--- src/stt_pkg.sv ---
package stt_pkg;

    localparam int LINE_BITS   = 16;
    localparam int COLUMN_BITS = 12;
    localparam int MAX_RESULTS = 4;

    typedef enum logic [2:0] {
        MODE_IDLE,
        MODE_IDENT,
        MODE_SQUOTE,
        MODE_DQUOTE,
        MODE_SLASH,
        MODE_COMMENT,
        MODE_ERROR,
        MODE_DONE
    } mode_t;

    localparam logic [1:0] EV_CHAR  = 2'd0;
    localparam logic [1:0] EV_END   = 2'd1;
    localparam logic [1:0] EV_ERROR = 2'd2;
    localparam logic [1:0] EV_EOF   = 2'd3;

    localparam logic [4:0] CLS_IDENT = 5'd0;
    localparam logic [4:0] CLS_SLASH = 5'd19;

    localparam logic [7:0] CH_NUL    = 8'd0;
    localparam logic [7:0] CH_TAB    = 8'd9;
    localparam logic [7:0] CH_NL     = 8'd10;
    localparam logic [7:0] CH_SPACE  = 8'd32;
    localparam logic [7:0] CH_SLASH  = 8'h2F;
    localparam logic [7:0] CH_SQUOTE = 8'h27;
    localparam logic [7:0] CH_DQUOTE = 8'h22;

    typedef struct packed {
        logic [1:0] ev;
        logic [4:0] cls;
        logic [7:0] ch;
    } result_t;

    function automatic logic is_alnum(input logic [7:0] c);
        return (c >= 8'h30 && c <= 8'h39) || (c >= 8'h41 && c <= 8'h5A)
            || (c >= 8'h61 && c <= 8'h7A);
    endfunction

    function automatic logic [4:0] sym_class(input logic [7:0] c);
        logic [4:0] k;
        unique case (c)
            8'h28:   k = 5'd1;
            8'h29:   k = 5'd2;
            8'h7B:   k = 5'd3;
            8'h7D:   k = 5'd4;
            8'h5B:   k = 5'd5;
            8'h5D:   k = 5'd6;
            8'h2C:   k = 5'd7;
            8'h2E:   k = 5'd8;
            8'h3A:   k = 5'd9;
            8'h3B:   k = 5'd10;
            8'h3D:   k = 5'd11;
            8'h3F:   k = 5'd12;
            8'h3C:   k = 5'd13;
            8'h3E:   k = 5'd14;
            8'h5F:   k = 5'd15;
            8'h2A:   k = 5'd16;
            8'h2D:   k = 5'd17;
            8'h2B:   k = 5'd18;
            8'h2F:   k = CLS_SLASH;
            8'h25:   k = 5'd20;
            default: k = CLS_IDENT;
        endcase
        return k;
    endfunction

endpackage

--- src/source_text_tokenizer.sv ---
// Latency: results of a character appear the cycle after its transfer.
// Throughput: one character per cycle while each gives at most one result;
// while out_ready is high; a character with more results holds the buffer
// until its last result is taken. No-result characters go at one per cycle.
// Reset (rst_n, asynchronous): idle mode, line and column zero, buffer empty.
module source_text_tokenizer (
    input  logic                              clk,
    input  logic                              rst_n,
    input  logic                              in_valid,
    output logic                              in_ready,
    input  logic [7:0]                        char_value,
    output logic                              out_valid,
    input  logic                              out_ready,
    output logic [1:0]                        event_res,
    output logic [4:0]                        token_class,
    output logic [7:0]                        char_value_out,
    output logic [stt_pkg::LINE_BITS-1:0]     line_number,
    output logic [stt_pkg::COLUMN_BITS-1:0]   column_number,
    output logic                              last
);
    import stt_pkg::*;

    mode_t                  mode_reg;
    logic [LINE_BITS-1:0]   line_reg;
    logic [COLUMN_BITS-1:0] col_reg;

    result_t                buf_reg [MAX_RESULTS];
    result_t                buf_next [MAX_RESULTS];
    logic [LINE_BITS-1:0]   buf_line_reg;
    logic [COLUMN_BITS-1:0] buf_col_reg;
    logic [2:0]             cnt_reg;
    logic [2:0]             cnt_next;
    logic [1:0]             idx_reg;

    result_t                idle_r [2];
    logic [1:0]             idle_n;
    mode_t                  idle_mode;
    result_t                pre_r [2];
    logic [1:0]             pre_n;
    logic                   run_idle;
    mode_t                  mode_alt;
    mode_t                  mode_next;
    logic [4:0]             cls;
    logic                   take;
    logic                   pop;
    logic                   pop_last;

    assign out_valid = (cnt_reg != 3'd0);
    assign last      = ({1'b0, idx_reg} == cnt_reg - 3'd1);
    assign pop       = out_valid && out_ready;
    assign pop_last  = pop && last;
    assign in_ready  = !out_valid || pop_last;
    assign take      = in_valid && in_ready;

    assign event_res      = buf_reg[idx_reg].ev;
    assign token_class    = buf_reg[idx_reg].cls;
    assign char_value_out = buf_reg[idx_reg].ch;
    assign line_number    = buf_line_reg;
    assign column_number  = buf_col_reg;

    assign cls = sym_class(char_value);

    // byte handling with no token open
    always_comb
    begin
        idle_mode = MODE_IDLE;
        idle_n    = 2'd0;
        idle_r[0] = '0;
        idle_r[1] = '0;
        priority if (char_value == CH_SPACE || char_value == CH_TAB || char_value == CH_NL)
        begin
            idle_mode = MODE_IDLE;
        end
        else if (char_value == CH_SLASH)
        begin
            idle_mode = MODE_SLASH;
        end
        else if (char_value == CH_SQUOTE)
        begin
            idle_mode = MODE_SQUOTE;
        end
        else if (char_value == CH_DQUOTE)
        begin
            idle_mode = MODE_DQUOTE;
        end
        else if (is_alnum(char_value))
        begin
            idle_mode = MODE_IDENT;
            idle_n    = 2'd1;
            idle_r[0] = '{EV_CHAR, CLS_IDENT, char_value};
        end
        else if (cls != CLS_IDENT)
        begin
            idle_n    = 2'd2;
            idle_r[0] = '{EV_CHAR, cls, char_value};
            idle_r[1] = '{EV_END, cls, CH_NUL};
        end
        else if (char_value == CH_NUL)
        begin
            idle_mode = MODE_DONE;
            idle_n    = 2'd1;
            idle_r[0] = '{EV_EOF, CLS_IDENT, CH_NUL};
        end
        else
        begin
            idle_mode = MODE_ERROR;
            idle_n    = 2'd1;
            idle_r[0] = '{EV_ERROR, CLS_IDENT, char_value};
        end
    end

    // results that come before the idle handling, per mode
    always_comb
    begin
        pre_n     = 2'd0;
        pre_r[0]  = '0;
        pre_r[1]  = '0;
        run_idle  = 1'b0;
        mode_alt  = mode_reg;
        unique case (mode_reg)
            MODE_IDLE:
            begin
                run_idle = 1'b1;
            end
            MODE_IDENT:
            begin
                if (is_alnum(char_value))
                begin
                    pre_n    = 2'd1;
                    pre_r[0] = '{EV_CHAR, CLS_IDENT, char_value};
                end
                else
                begin
                    pre_n    = 2'd1;
                    pre_r[0] = '{EV_END, CLS_IDENT, CH_NUL};
                    run_idle = 1'b1;
                end
            end
            MODE_SQUOTE, MODE_DQUOTE:
            begin
                pre_n = 2'd1;
                if (char_value == ((mode_reg == MODE_SQUOTE) ? CH_SQUOTE : CH_DQUOTE))
                begin
                    pre_r[0] = '{EV_END, CLS_IDENT, CH_NUL};
                    mode_alt = MODE_IDLE;
                end
                else if (char_value == CH_NUL)
                begin
                    pre_r[0] = '{EV_ERROR, CLS_IDENT, CH_NUL};
                    mode_alt = MODE_ERROR;
                end
                else
                begin
                    pre_r[0] = '{EV_CHAR, CLS_IDENT, char_value};
                end
            end
            MODE_SLASH:
            begin
                if (char_value == CH_SLASH)
                begin
                    mode_alt = MODE_COMMENT;
                end
                else
                begin
                    pre_n    = 2'd2;
                    pre_r[0] = '{EV_CHAR, CLS_SLASH, CH_SLASH};
                    pre_r[1] = '{EV_END, CLS_SLASH, CH_NUL};
                    run_idle = 1'b1;
                end
            end
            MODE_COMMENT:
            begin
                if (char_value == CH_NL)
                begin
                    mode_alt = MODE_IDLE;
                end
                else if (char_value == CH_NUL)
                begin
                    pre_n    = 2'd1;
                    pre_r[0] = '{EV_EOF, CLS_IDENT, CH_NUL};
                    mode_alt = MODE_DONE;
                end
            end
            MODE_ERROR:
            begin
                pre_n    = 2'd1;
                pre_r[0] = '{EV_ERROR, CLS_IDENT, char_value};
            end
            MODE_DONE:
            begin
                pre_n    = 2'd1;
                pre_r[0] = '{EV_EOF, CLS_IDENT, CH_NUL};
            end
        endcase
    end

    // pack prefix and idle results into the buffer order
    always_comb
    begin
        logic [1:0] j;
        mode_next = run_idle ? idle_mode : mode_alt;
        cnt_next  = {1'b0, pre_n} + (run_idle ? {1'b0, idle_n} : 3'd0);
        for (int i = 0; i < MAX_RESULTS; i++)
        begin
            j = 2'(i) - pre_n;
            if (2'(i) < pre_n)
                buf_next[i] = pre_r[i[0]];
            else if (j < 2'd2)
                buf_next[i] = idle_r[j[0]];
            else
                buf_next[i] = '0;
        end
    end

    always_ff @(posedge clk or negedge rst_n)
    begin
        if (!rst_n)
        begin
            mode_reg <= MODE_IDLE;
            line_reg <= '0;
            col_reg  <= '0;
            cnt_reg  <= '0;
            idx_reg  <= '0;
        end
        else
        begin
            if (take)
            begin
                mode_reg <= mode_next;
                cnt_reg  <= cnt_next;
                idx_reg  <= '0;
                if (mode_next != MODE_ERROR && mode_next != MODE_DONE)
                begin
                    if (char_value == CH_NL)
                    begin
                        if (line_reg != '1)
                            line_reg <= line_reg + LINE_BITS'(1);
                        col_reg <= '0;
                    end
                    else if (col_reg != '1)
                    begin
                        col_reg <= col_reg + COLUMN_BITS'(1);
                    end
                end
            end
            else if (pop_last)
            begin
                cnt_reg <= '0;
                idx_reg <= '0;
            end
            else if (pop)
            begin
                idx_reg <= idx_reg + 2'd1;
            end
        end
    end

    always_ff @(posedge clk)
    begin
        if (take)
        begin
            buf_reg      <= buf_next;
            buf_line_reg <= line_reg;
            buf_col_reg  <= col_reg;
        end
    end

endmodule

--- config.mk ---
export PLATFORM = sky130hd
export DESIGN_NAME = source_text_tokenizer
export DESIGN_NICKNAME = d
export VERILOG_FILES = /design/src/stt_pkg.sv /design/src/source_text_tokenizer.sv
export SDC_FILE = /design/constraint.sdc
export NUM_CORES = 1
export LEC_CHECK = 0
export ABC_AREA = 1
export BUFFER_PORTS_ARGS = -buffer_cell sky130_fd_sc_hd__buf_2
export CORE_MARGIN = 4
export CORE_UTILIZATION = 50
export DETAILED_ROUTE_END_ITERATION = 6
export GPL_TIMING_DRIVEN = 0
export MAX_ROUTING_LAYER = met4
export PLACE_DENSITY = 0.68
export SYNTH_ARGS = -nofsm -noshare
export SYNTH_HDL_FRONTEND = slang
export SYNTH_SLANG_ARGS = --single-unit
--- constraint.sdc ---
create_clock -name clk -period 4.5 [get_ports clk]
set_input_delay 0.225 -clock clk [delete_from_list [all_inputs] [get_ports clk]]
set_output_delay 0.225 -clock clk [all_outputs]
set_load 0.03 [all_outputs]
==> metrics, run 1 <==
outcome=finished, final reports clean; largest net degree at the start of global routing=67; leading area contributor after synthesis=edfxtp_1; Die Area=0.0154 sq mm; Core Footprint=0.0132 sq mm; Post-CTS Resized=0; critical path class=flop to flop; DR vias/cell=5.46; hpwl dp=11.9 mm; number of routed nets with antenna violations=0; # H-tree levels=4; crit start category=flop; CP most frequent cell=inv_1; Core Util, Final=0.596; Crit. End Element=flop; switching pwr=998 uW; Post-Synth Adder-Cell Area=0.0216; TritonCTS Buffers=17; CP Data Arrival Time=3300 ps; main combinational cell family by area after synthesis=simple AND/OR/NAND/NOR gates; WL final=16.3 mm; CP max FO=11; die height=124 microns; site row count=42; cells after synthesis=737; Final Net Count=841; Routed wire per std cell=16.2 microns; Worst Min Path Start=out_ready; Synth top cells by count=154 x nand2_1, 96 x nor2_1, 88 x edfxtp_1; clk sinks=124; via count=5500; area delta synth->final=16.7%; initial antenna violation count=0; number of max-cap violations=0; Placement Setup Slack=1310 ps; number of flip-flops in the largest register=60; TritonRoute pass-1 iters=5; Synth Area in Simple Gates=0.260; crit-path max cell delay=400 ps; Slowest cell on crit path=dfrtp_1; Post-Syn Area=0.00673 sq mm; vias in the first global route=5221; number of DRC markers in iteration 0=609; Final period util=0.701; multiplexer share of the synthesized area=0; worst-path cell chain=buf_2 -> inv_1 -> nand3_1 -> nor2_2 -> inv_1 -> clkbuf_1 -> ha_1 -> inv_1 -> nor2_1 -> inv_1 -> clkbuf_1 -> o22ai_1; R2R cell count=12; CP bufs+invs=7; CP delay by family, top=buffers and inverters; Yosys warning total=0; count leader, synth=nand2_1; reg2reg end=buf_reg[16]; peak supply drop=201 uV; Clock Pin Slew Worst Setup and Hold Paths=60 ps; P_leak=3.35 nW; largest cells by area after synthesis=edfxtp_1 39%, dfrtp_1 13%, nand2_1 8.6%; logic gate share of total power=0.202; Bufs on Longest Clock Path=2; WP data required=4650 ps; Slew headroom=0.336; fraction of registers with async set/reset=0.290; sequential area share after synthesis=0.526; Cell Int Power=2.25 mW; Clock Power Share=0.407; Most used DFF post-synth=edfxtp_1; WHS=236 ps; n_diodes=0; Total Routing Usage GR=0.232; setup TNS=0 ps; DRC viols=0; port bufs=52; initial core utilization=0.511; fraction of layout cells with a size suffix above 1=0.184; Pins Over Slew Limit=0; Worst Hold Class=input pin to flop; compound-gate portion of the synthesized area=0.0936; PD cells=413 mW/mm^2; top-area cell type share of the netlist area=0.392; Post-Route Skew=9.40 ps; Worst Slack Setup Final=1350 ps; # setup viols final=0; Synth cell types=45; RePlAce Congestion=0.944; CTS root buf=clkbuf_16; first-pass GRT wire length=26.7 mm; Syn Area/Cell=9.14 sq um; total gr overflow=0; RSZ-0062 raised after global routing=no; worst reg2reg startpoint=mode_reg[1]; later-pin clock latency in the skew report=430 ps; CTS tree=built; Post-synth EDFFs=88; Hold Path Depth=4; maximum clock rate=317 MHz; chip width=124 microns; Hold Path End=idx_reg[1]; Ports=58; Worst-Margin Slew=983 ps; Net Sw Frac=0.307; FF+latch count, synth=124; Post-Synth XOR/XNOR Area=0.0351; final hold violation count=0; min Tclk post-route=3150 ps; setup slack, reg-to-reg=1350 ps; Seq pwr share=0.391
==> cell usage in the layout, fill, tap and decap left out, types with 3 or more instances in the layout <==
cell type  synthesis  layout
a21oi_1            5       5
a31oi_1            6       6
buf_2              4      56
buf_4              8       8
clkbuf_1          14      14
clkbuf_16          0      17
clkinv_1           5       6
clkinv_2           0       5
clkinv_4           0       3
conb_1             1       9
dfrtp_1           36      36
edfxtp_1          88      88
ha_1              10      10
inv_1             50      49
inv_2              9       9
nand2_1          154     154
nand2_2           11      11
nand2_4            3       3
nand3_1           46      46
nand3_2           11      11
nand4_1           14      14
nor2_1            96      96
nor2_2             7       7
nor2_4             5       5
nor3_1            15      15
nor3_2             3       3
nor4_1             6       6
o21ai_0           44      44
o22ai_1           37      37
xnor2_1           12      12
xor2_1            15      15
==> kinds of logic (layout without fill, tap and decap cells) <==
family,Yosys count,in the layout
simple gates,375,375
flops,124,124
compound gates,106,106
buf+inv,93,179
xor+xnor,27,27
fa+ha+maj,11,11
other cells,1,9
==> power by group through the flow <==
stage | registers, mW | clock network (mW) | logic (mW)
5_1_grt | 1.27 | 1.39 | 0.720
3_5_place_dp | 1.29 | 0 | 0.648
4_1_cts | 1.27 | 1.34 | 0.655
3_3_place_gp | 1.29 | 0 | 0.635
6_report | 1.27 | 1.32 | 0.656
2_1_floorplan | 1.29 | 0 | 0.467
==> routing by layer <==
metal  up-vias  routed length (microns)  part of all wire  global-route usage
li1       2683                        -                 -                   -
met1      2614                     7680              0.47               0.329
met2       178                     7390              0.45               0.337
met3        25                      973             0.060              0.0463
met4         0                      272             0.017              0.0753
met5         -                        0                 0                   -
==> worst register-to-register path: stages (launching register included) <==
cell	delay [ps]
dfrtp_1	400
buf_2	180
inv_1	120
nand3_1	160
nor2_2	360
inv_1	130
clkbuf_1	320
ha_1	400
inv_1	100
nor2_1	50
inv_1	120
clkbuf_1	360
o22ai_1	190
==> how the worst max path moves through the flow <==
| stage | start | end | cells past startpoint |
|---|---|---|---|
| 6_report | mode_reg[1] | buf_reg[16] | 12 |
| 5_1_grt | mode_reg[1] | buf_reg[18] | 12 |
| 4_1_cts | mode_reg[1] | buf_reg[18] | 12 |
| 3_5_place_dp | mode_reg[1] | buf_reg[18] | 12 |
| 3_3_place_gp | cnt_reg[0] | buf_reg[41] | 8 |
| 2_1_floorplan | cnt_reg[0] | buf_reg[0] | 8 |
==> stage by stage <==
| step | instance area, sq um | cells | power (mW) |
|---|---|---|---|
| final | 7860 | 1007 | 3.25 |
| after global routing | 7860 | 1007 | 3.38 |
| after CTS | 7860 | 1007 | 3.26 |
| after detailed placement | 7270 | 974 | 1.94 |
| after global placement | 7240 | 973 | 1.93 |
| after floorplan | 6760 | 745 | 1.75 |
==> final cells by class <==
cell class | count | area (sq um)
Sequential cell | 124 | 3540
Timing Repair Buffer | 54 | 298
Fill cell | 1159 | 5330
Buffer | 29 | 183
Multi-Input combinational cell | 528 | 2800
Tap cell | 176 | 220
Clock inverter | 15 | 148
Inverter | 64 | 243
Clock buffer | 17 | 425
==> repair_timing <==
action	in CTS	in global routing
buffers inserted	0	0
hold endpoints to repair	36	0
endpoints found under the setup margin	0	0
hold buffers	1	0
Note: power is estimated with default switching activity, not from simulation.
==> inputs of run 2 (changes only) <==
PLACE_DENSITY = 0.7   (was 0.68)
clock period = 2.56 ns   (was 4.5 ns; I/O delays follow)
==> metrics, run 2 (synthesized netlist as in run 1, its figures left out) <==
Die Area=0.0154 sq mm (unchanged); WL final=16.2 mm (was 16.3 mm); total gr overflow=0 (unchanged); crit-path max cell delay=490 ps (was 400 ps); PD cells=711 mW/mm^2 (was 413 mW/mm^2); initial antenna violation count=0 (unchanged); Core Footprint=0.0132 sq mm (unchanged); area delta synth->final=18.8% (was 16.7%); later-pin clock latency in the skew report=420 ps (was 430 ps); hpwl dp=11.8 mm (was 11.9 mm); number of max-cap violations=0 (unchanged); # H-tree levels=4 (unchanged); Post-Route Skew=8.26 ps (was 9.40 ps); Core Util, Final=0.606 (was 0.596); Final period util=0.950 (was 0.701); CTS root buf=clkbuf_16 (unchanged); RePlAce Congestion=0.943 (was 0.944); total placed instance area=0.00734 sq mm (was 0.00727 sq mm); first-pass GRT wire length=26.4 mm (was 26.7 mm); Ports=58 (unchanged); port bufs=52 (unchanged); final hold violation count=0 (unchanged); min Tclk post-route=2430 ps (was 3150 ps); n_diodes=0 (unchanged); TritonRoute pass-1 iters=5 (unchanged); Pins Over Slew Limit=0 (unchanged); Crit. End Element=flop (unchanged); WHS=88.1 ps (was 236 ps); CP max FO=6 (was 11); number of DRC markers in iteration 0=420 (was 609); Worst-Margin Slew=844 ps (was 983 ps); via count=5516 (was 5500); Seq pwr share=0.393 (was 0.391); TritonCTS Buffers=17 (unchanged); Bufs on Longest Clock Path=2 (unchanged); CTS tree=built (unchanged); most frequent cells in the layout=152 x nand2_1, 96 x nor2_1, 88 x edfxtp_1 (was 154 x nand2_1, 96 x nor2_1, 88 x edfxtp_1); CP delay by family, top=adder cells (was buffers and inverters); Final Instance Area=0.00800 sq mm (was 0.00786 sq mm); outcome=finished, final reports clean (unchanged); critical path class=flop to flop (unchanged); maximum clock rate=411 MHz (was 317 MHz); site row count=42 (unchanged); largest net degree at the start of global routing=49 (was 67); Routed wire per std cell=16.0 microns (was 16.2 microns); # setup viols final=0 (unchanged); fraction of layout cells with a size suffix above 1=0.203 (was 0.184); CP Data Arrival Time=2720 ps (was 3300 ps); Worst Hold Class=input pin to flop (unchanged); Total Routing Usage GR=0.229 (was 0.232); die height=124 microns (unchanged); Net Sw Frac=0.296 (was 0.307); FILL cells=1109 (was 1159); clk sinks=124 (unchanged); number of flip-flops in the largest register=60 (unchanged); P_leak=3.39 nW (was 3.35 nW); peak supply drop=390 uV (was 201 uV); DR vias/cell=5.45 (was 5.46); Cell Int Power=4.00 mW (was 2.25 mW); number of routed nets with antenna violations=0 (unchanged); DRC viols=0 (unchanged); Clock Pin Slew Worst Setup and Hold Paths=50 ps (was 60 ps); Slowest cell on crit path=fa_1 (was dfrtp_1); WP data required=2850 ps (was 4650 ps); crit start category=flop (unchanged); CP bufs+invs=4 (was 7); initial core utilization=0.511 (unchanged); worst-path cell chain=inv_1 -> nand3_4 -> nor2_4 -> buf_4 -> nor2_4 -> nand2_2 -> inv_2 -> nor4_2 -> ha_1 -> inv_1 -> fa_1 -> o22ai_1 (was buf_2 -> inv_1 -> nand3_1 -> nor2_2 -> inv_1 -> clkbuf_1 -> ha_1 -> inv_1 -> nor2_1 -> inv_1 -> clkbuf_1 -> o22ai_1); setup slack, reg-to-reg=130 ps (was 1350 ps); Clock Power Share=0.401 (was 0.407); commonest non-fill, non-tap cell in the layout=nand2_1 (unchanged); Slew headroom=0.437 (was 0.336); chip width=124 microns (unchanged); Final Net Count=846 (was 841); switching pwr=1.68 mW (was 998 uW); total power=5.68 mW (was 3.25 mW); vias in the first global route=5346 (was 5221); logic gate share of total power=0.206 (was 0.202)
## run 2: changes by cell type in the layout (fill, tap and decap cells not counted), sizes merged
| cell | before | now |
|---|---|---|
| inv | 61 | 58 |
| clkinvlp | 2 | 3 |
| buf | 68 | 76 |
| clkbuf | 31 | 34 |
| clkinv | 14 | 10 |
## run 2: worst paths after layout
check | from | endpoint | cells past startpoint
max reg2reg | mode_reg[0] | cnt_reg[1] | 12
min reg2reg | line_reg[1] | line_number[1] | 0
min | in_valid | cnt_reg[2] | 3
max | mode_reg[0] | cnt_reg[1] | 12
min in group asynchronous | rst_n | line_reg[9] | 2
max in group asynchronous | rst_n | col_reg[4] | 2
## run 2: worst min-delay path: stages
cell and delay [ps]:
buf_2 120, nand2_4 120, o22ai_1 80
## run 2: timing repair
| item | 4_1_cts | 5_1_grt |
|---|---|---|
| hold endpoints to repair | 36 | 0 |
| hold buffers | 1 | 0 |
| setup endpoints to repair | 30 | 23 |
| pin swaps | 1 | 1 |
| buffers inserted | 2 | 3 |
| resized for setup | 8 | 15 |
## run 2: area by class of cell
class / count / area, sq um / area share
sequential: 124 / 3540 / 0.443
clock buffer: 23 / 458 / 0.0573
timing repair buffer: 60 / 348 / 0.0435
tap: 176 / 220 / 0.0275
multi-input combinational: 528 / 2890 / 0.361
clock inverter: 9 / 97.6 / 0.0122
buffer: 28 / 196 / 0.0246
inverter: 64 / 248 / 0.0310
## run 2: power groups by stage
stage / Clock (mW) / Sequential (mW) / Combinational [mW]
5_1_grt: 2.40 / 2.24 / 1.28
3_3_place_gp: 0 / 2.27 / 1.12
6_report: 2.28 / 2.23 / 1.17
2_1_floorplan: 0 / 2.26 / 0.832
4_1_cts: 2.31 / 2.23 / 1.15
3_5_place_dp: 0 / 2.27 / 1.14
## run 2: stage by stage
stage	cells	TNS (ps)	setup slack (ps)
2_1_floorplan	745	-40860	-456
3_3_place_gp	973	-94840	-911
3_5_place_dp	975	-13710	-660
4_1_cts	1009	0	0.746
5_1_grt	1012	-2.36	-2.36
6_report	1012	0	129
## run 2: per-layer routing
layer	global-route usage	vias to the layer above	part of all wire
met2	0.376	205	0.50
li1	-	2692	-
met5	-	-	0
met3	0.0531	23	0.058
met4	0.0821	0	0.015
met1	0.279	2596	0.43
==> inputs of run 3 (changes only) <==
CTS_BUF_LIST = sky130_fd_sc_hd__clkbuf_4 sky130_fd_sc_hd__clkbuf_8   (was default)
==> metrics, run 3 (synthesized netlist as in run 1, its figures left out) <==
outcome=finished, final reports clean (unchanged); PD cells=651 mW/mm^2 (was 711 mW/mm^2); later-pin clock latency in the skew report=450 ps (was 420 ps); FILL cells=1133 (was 1109); TritonCTS Buffers=17 (unchanged); first-pass GRT wire length=26.3 mm (was 26.4 mm); site row count=42 (unchanged); number of max-cap violations=0 (unchanged); number of routed nets with antenna violations=0 (unchanged); CP Data Arrival Time=2780 ps (was 2720 ps); WL final=16.1 mm (was 16.2 mm); CP max FO=8 (was 6); n_diodes=0 (unchanged); total gr overflow=0 (unchanged); Slew headroom=0.399 (was 0.437); Total Routing Usage GR=0.230 (was 0.229); Final Instance Area=0.00782 sq mm (was 0.00800 sq mm); # setup viols final=0 (unchanged); min Tclk post-route=2450 ps (was 2430 ps); via count=5505 (was 5516); worst reg2reg startpoint=mode_reg[1] (was mode_reg[0]); Bufs on Longest Clock Path=2 (unchanged); area delta synth->final=16.2% (was 18.8%); peak supply drop=252 uV (was 390 uV); crit-path max cell delay=490 ps (about the same); Crit. End Element=flop (unchanged); Worst Slack Setup Final=106 ps (was 129 ps); CTS root buf=clkbuf_8 (was clkbuf_16); Die Area=0.0154 sq mm (unchanged); number of DRC markers in iteration 0=390 (was 420); CP delay by family, top=adder cells (unchanged); most frequent cells in the layout=152 x nand2_1, 96 x nor2_1, 88 x edfxtp_1 (unchanged); initial core utilization=0.511 (unchanged); Slowest cell on crit path=fa_1 (unchanged); maximum clock rate=408 MHz (was 411 MHz); CP bufs+invs=5 (was 4); Worst Min Path Start=in_valid (unchanged); total placed instance area=0.00734 sq mm (unchanged); Worst-Margin Slew=890 ps (was 844 ps); DR vias/cell=5.44 (was 5.45); Hold Path End=cnt_reg[2] (unchanged); vias in the first global route=5324 (was 5346); initial antenna violation count=0 (unchanged); Hold Path Depth=3 (unchanged); final hold violation count=0 (unchanged); CTS tree=built (unchanged); # H-tree levels=4 (unchanged); Routed wire per std cell=15.9 microns (was 16.0 microns); reg2reg end=cnt_reg[1] (unchanged); die height=124 microns (unchanged); chip width=124 microns (unchanged); TritonRoute pass-1 iters=5 (unchanged); crit start category=flop (unchanged); Post-Route Skew=9.27 ps (was 8.26 ps); commonest non-fill, non-tap cell in the layout=nand2_1 (unchanged); fraction of layout cells with a size suffix above 1=0.209 (was 0.203); Clock Pin Slew Worst Setup and Hold Paths=70 ps (was 50 ps); P_leak=3.32 nW (was 3.39 nW); hpwl dp=11.8 mm (unchanged); Placement Setup Slack=-660 ps (unchanged); Core Footprint=0.0132 sq mm (unchanged); port bufs=52 (unchanged); Pins Over Slew Limit=0 (unchanged); RePlAce Congestion=0.943 (unchanged); Final Net Count=846 (unchanged); largest net degree at the start of global routing=49 (unchanged); WP data required=2890 ps (was 2850 ps); worst-path cell chain=clkbuf_4 -> inv_1 -> nand3_2 -> nor2_4 -> buf_4 -> nor2_4 -> nand2_2 -> inv_2 -> nor4_2 -> ha_1 -> inv_1 -> fa_1 -> o22ai_1 (was inv_1 -> nand3_4 -> nor2_4 -> buf_4 -> nor2_4 -> nand2_2 -> inv_2 -> nor4_2 -> ha_1 -> inv_1 -> fa_1 -> o22ai_1); R2R cell count=13 (was 12); Ports=58 (unchanged); setup slack, reg-to-reg=110 ps (was 130 ps); Worst Hold Class=input pin to flop (unchanged); Final period util=0.959 (was 0.950); critical path class=flop to flop (unchanged); DRC viols=0 (unchanged); clk sinks=124 (unchanged); number of flip-flops in the largest register=60 (unchanged); RSZ-0062 raised after global routing=yes
==> run 3: cell count changes in the layout (fill, tap and decap cells not counted) <==
cell	previous run	this run
o21ai_0	43	44
nor3_4	1	2
nand3_2	12	13
clkbuf_4	1	6
nand3_4	1	0
nor3_2	3	2
o21ai_1	2	1
clkbuf_1	15	10
clkbuf_8	1	18
clkbuf_16	17	0
==> run 3: worst min-delay path, stage by stage <==
cell	delay, ps
buf_2	120
nand2_4	120
o22ai_1	80
==> run 3: where the power goes <==
group	switching (mW)	leakage [nW]	internal, mW
Combinational	0.807	1.85	0.361
Clock	0.760	0.197	0.932
Sequential	0.0388	1.27	2.19
==> run 3: cell type report <==
| type | count | area [sq um] | area share |
|---|---|---|---|
| plain buffers | 28 | 196 | 0.0251 |
| clock buffers | 23 | 285 | 0.0365 |
| clock inverters | 9 | 97.6 | 0.0125 |
| inverters | 64 | 248 | 0.0317 |
| multi-input cells | 528 | 2890 | 0.369 |
| flip-flops and latches | 124 | 3540 | 0.453 |
| well taps | 176 | 220 | 0.0281 |
| repair buffers | 60 | 348 | 0.0445 |
==> run 3: per-layer routing <==
metal | routed length, microns | share of wire | vias up | track usage
met2 | 7860 | 0.49 | 182 | 0.370
met5 | 0 | 0 | - | -
met3 | 962 | 0.060 | 25 | 0.0577
met1 | 6990 | 0.43 | 2608 | 0.279
li1 | - | - | 2690 | -
met4 | 317 | 0.020 | 0 | 0.0924
==> run 3: stage by stage <==
| stage | power [mW] | instances | hold slack, ps | TNS [ps] | util |
|---|---|---|---|---|---|
| after CTS | 5.10 | 1009 | 32.1 | -3.26 | 0.589 |
| after global routing | 5.32 | 1012 | 34.1 | -20.0 | 0.593 |
| after global placement | 3.39 | 973 | 275 | -94840 | 0.553 |
| after detailed placement | 3.41 | 975 | 278 | -13710 | 0.556 |
| final | 5.09 | 1012 | 49.1 | 0 | 0.593 |
| after floorplan | 3.09 | 745 | -168 | -40860 | - |
==> run 3: worst max-delay path by stage <==
stage,end,cells past startpoint,slack (ps),start
after global placement,buf_reg[40],8,-910,cnt_reg[0]
after global routing,cnt_reg[1],13,-20,mode_reg[1]
final,cnt_reg[1],13,110,mode_reg[1]
after detailed placement,buf_reg[29],12,-660,mode_reg[1]
after CTS,cnt_reg[1],13,-3,mode_reg[1]
after floorplan,buf_reg[0],8,-460,cnt_reg[0]
==> run 3: what timing repair did <==
| action | 4_1_cts | 5_1_grt |
|---|---|---|
| buffers inserted | 2 | 3 |
| endpoints found under the setup margin | 30 | 26 |
| gates resized for setup | 8 | 14 |
| hold buffers | 1 | 0 |
| endpoints found under the hold margin | 36 | 0 |
| pin swaps | 1 | 0 |
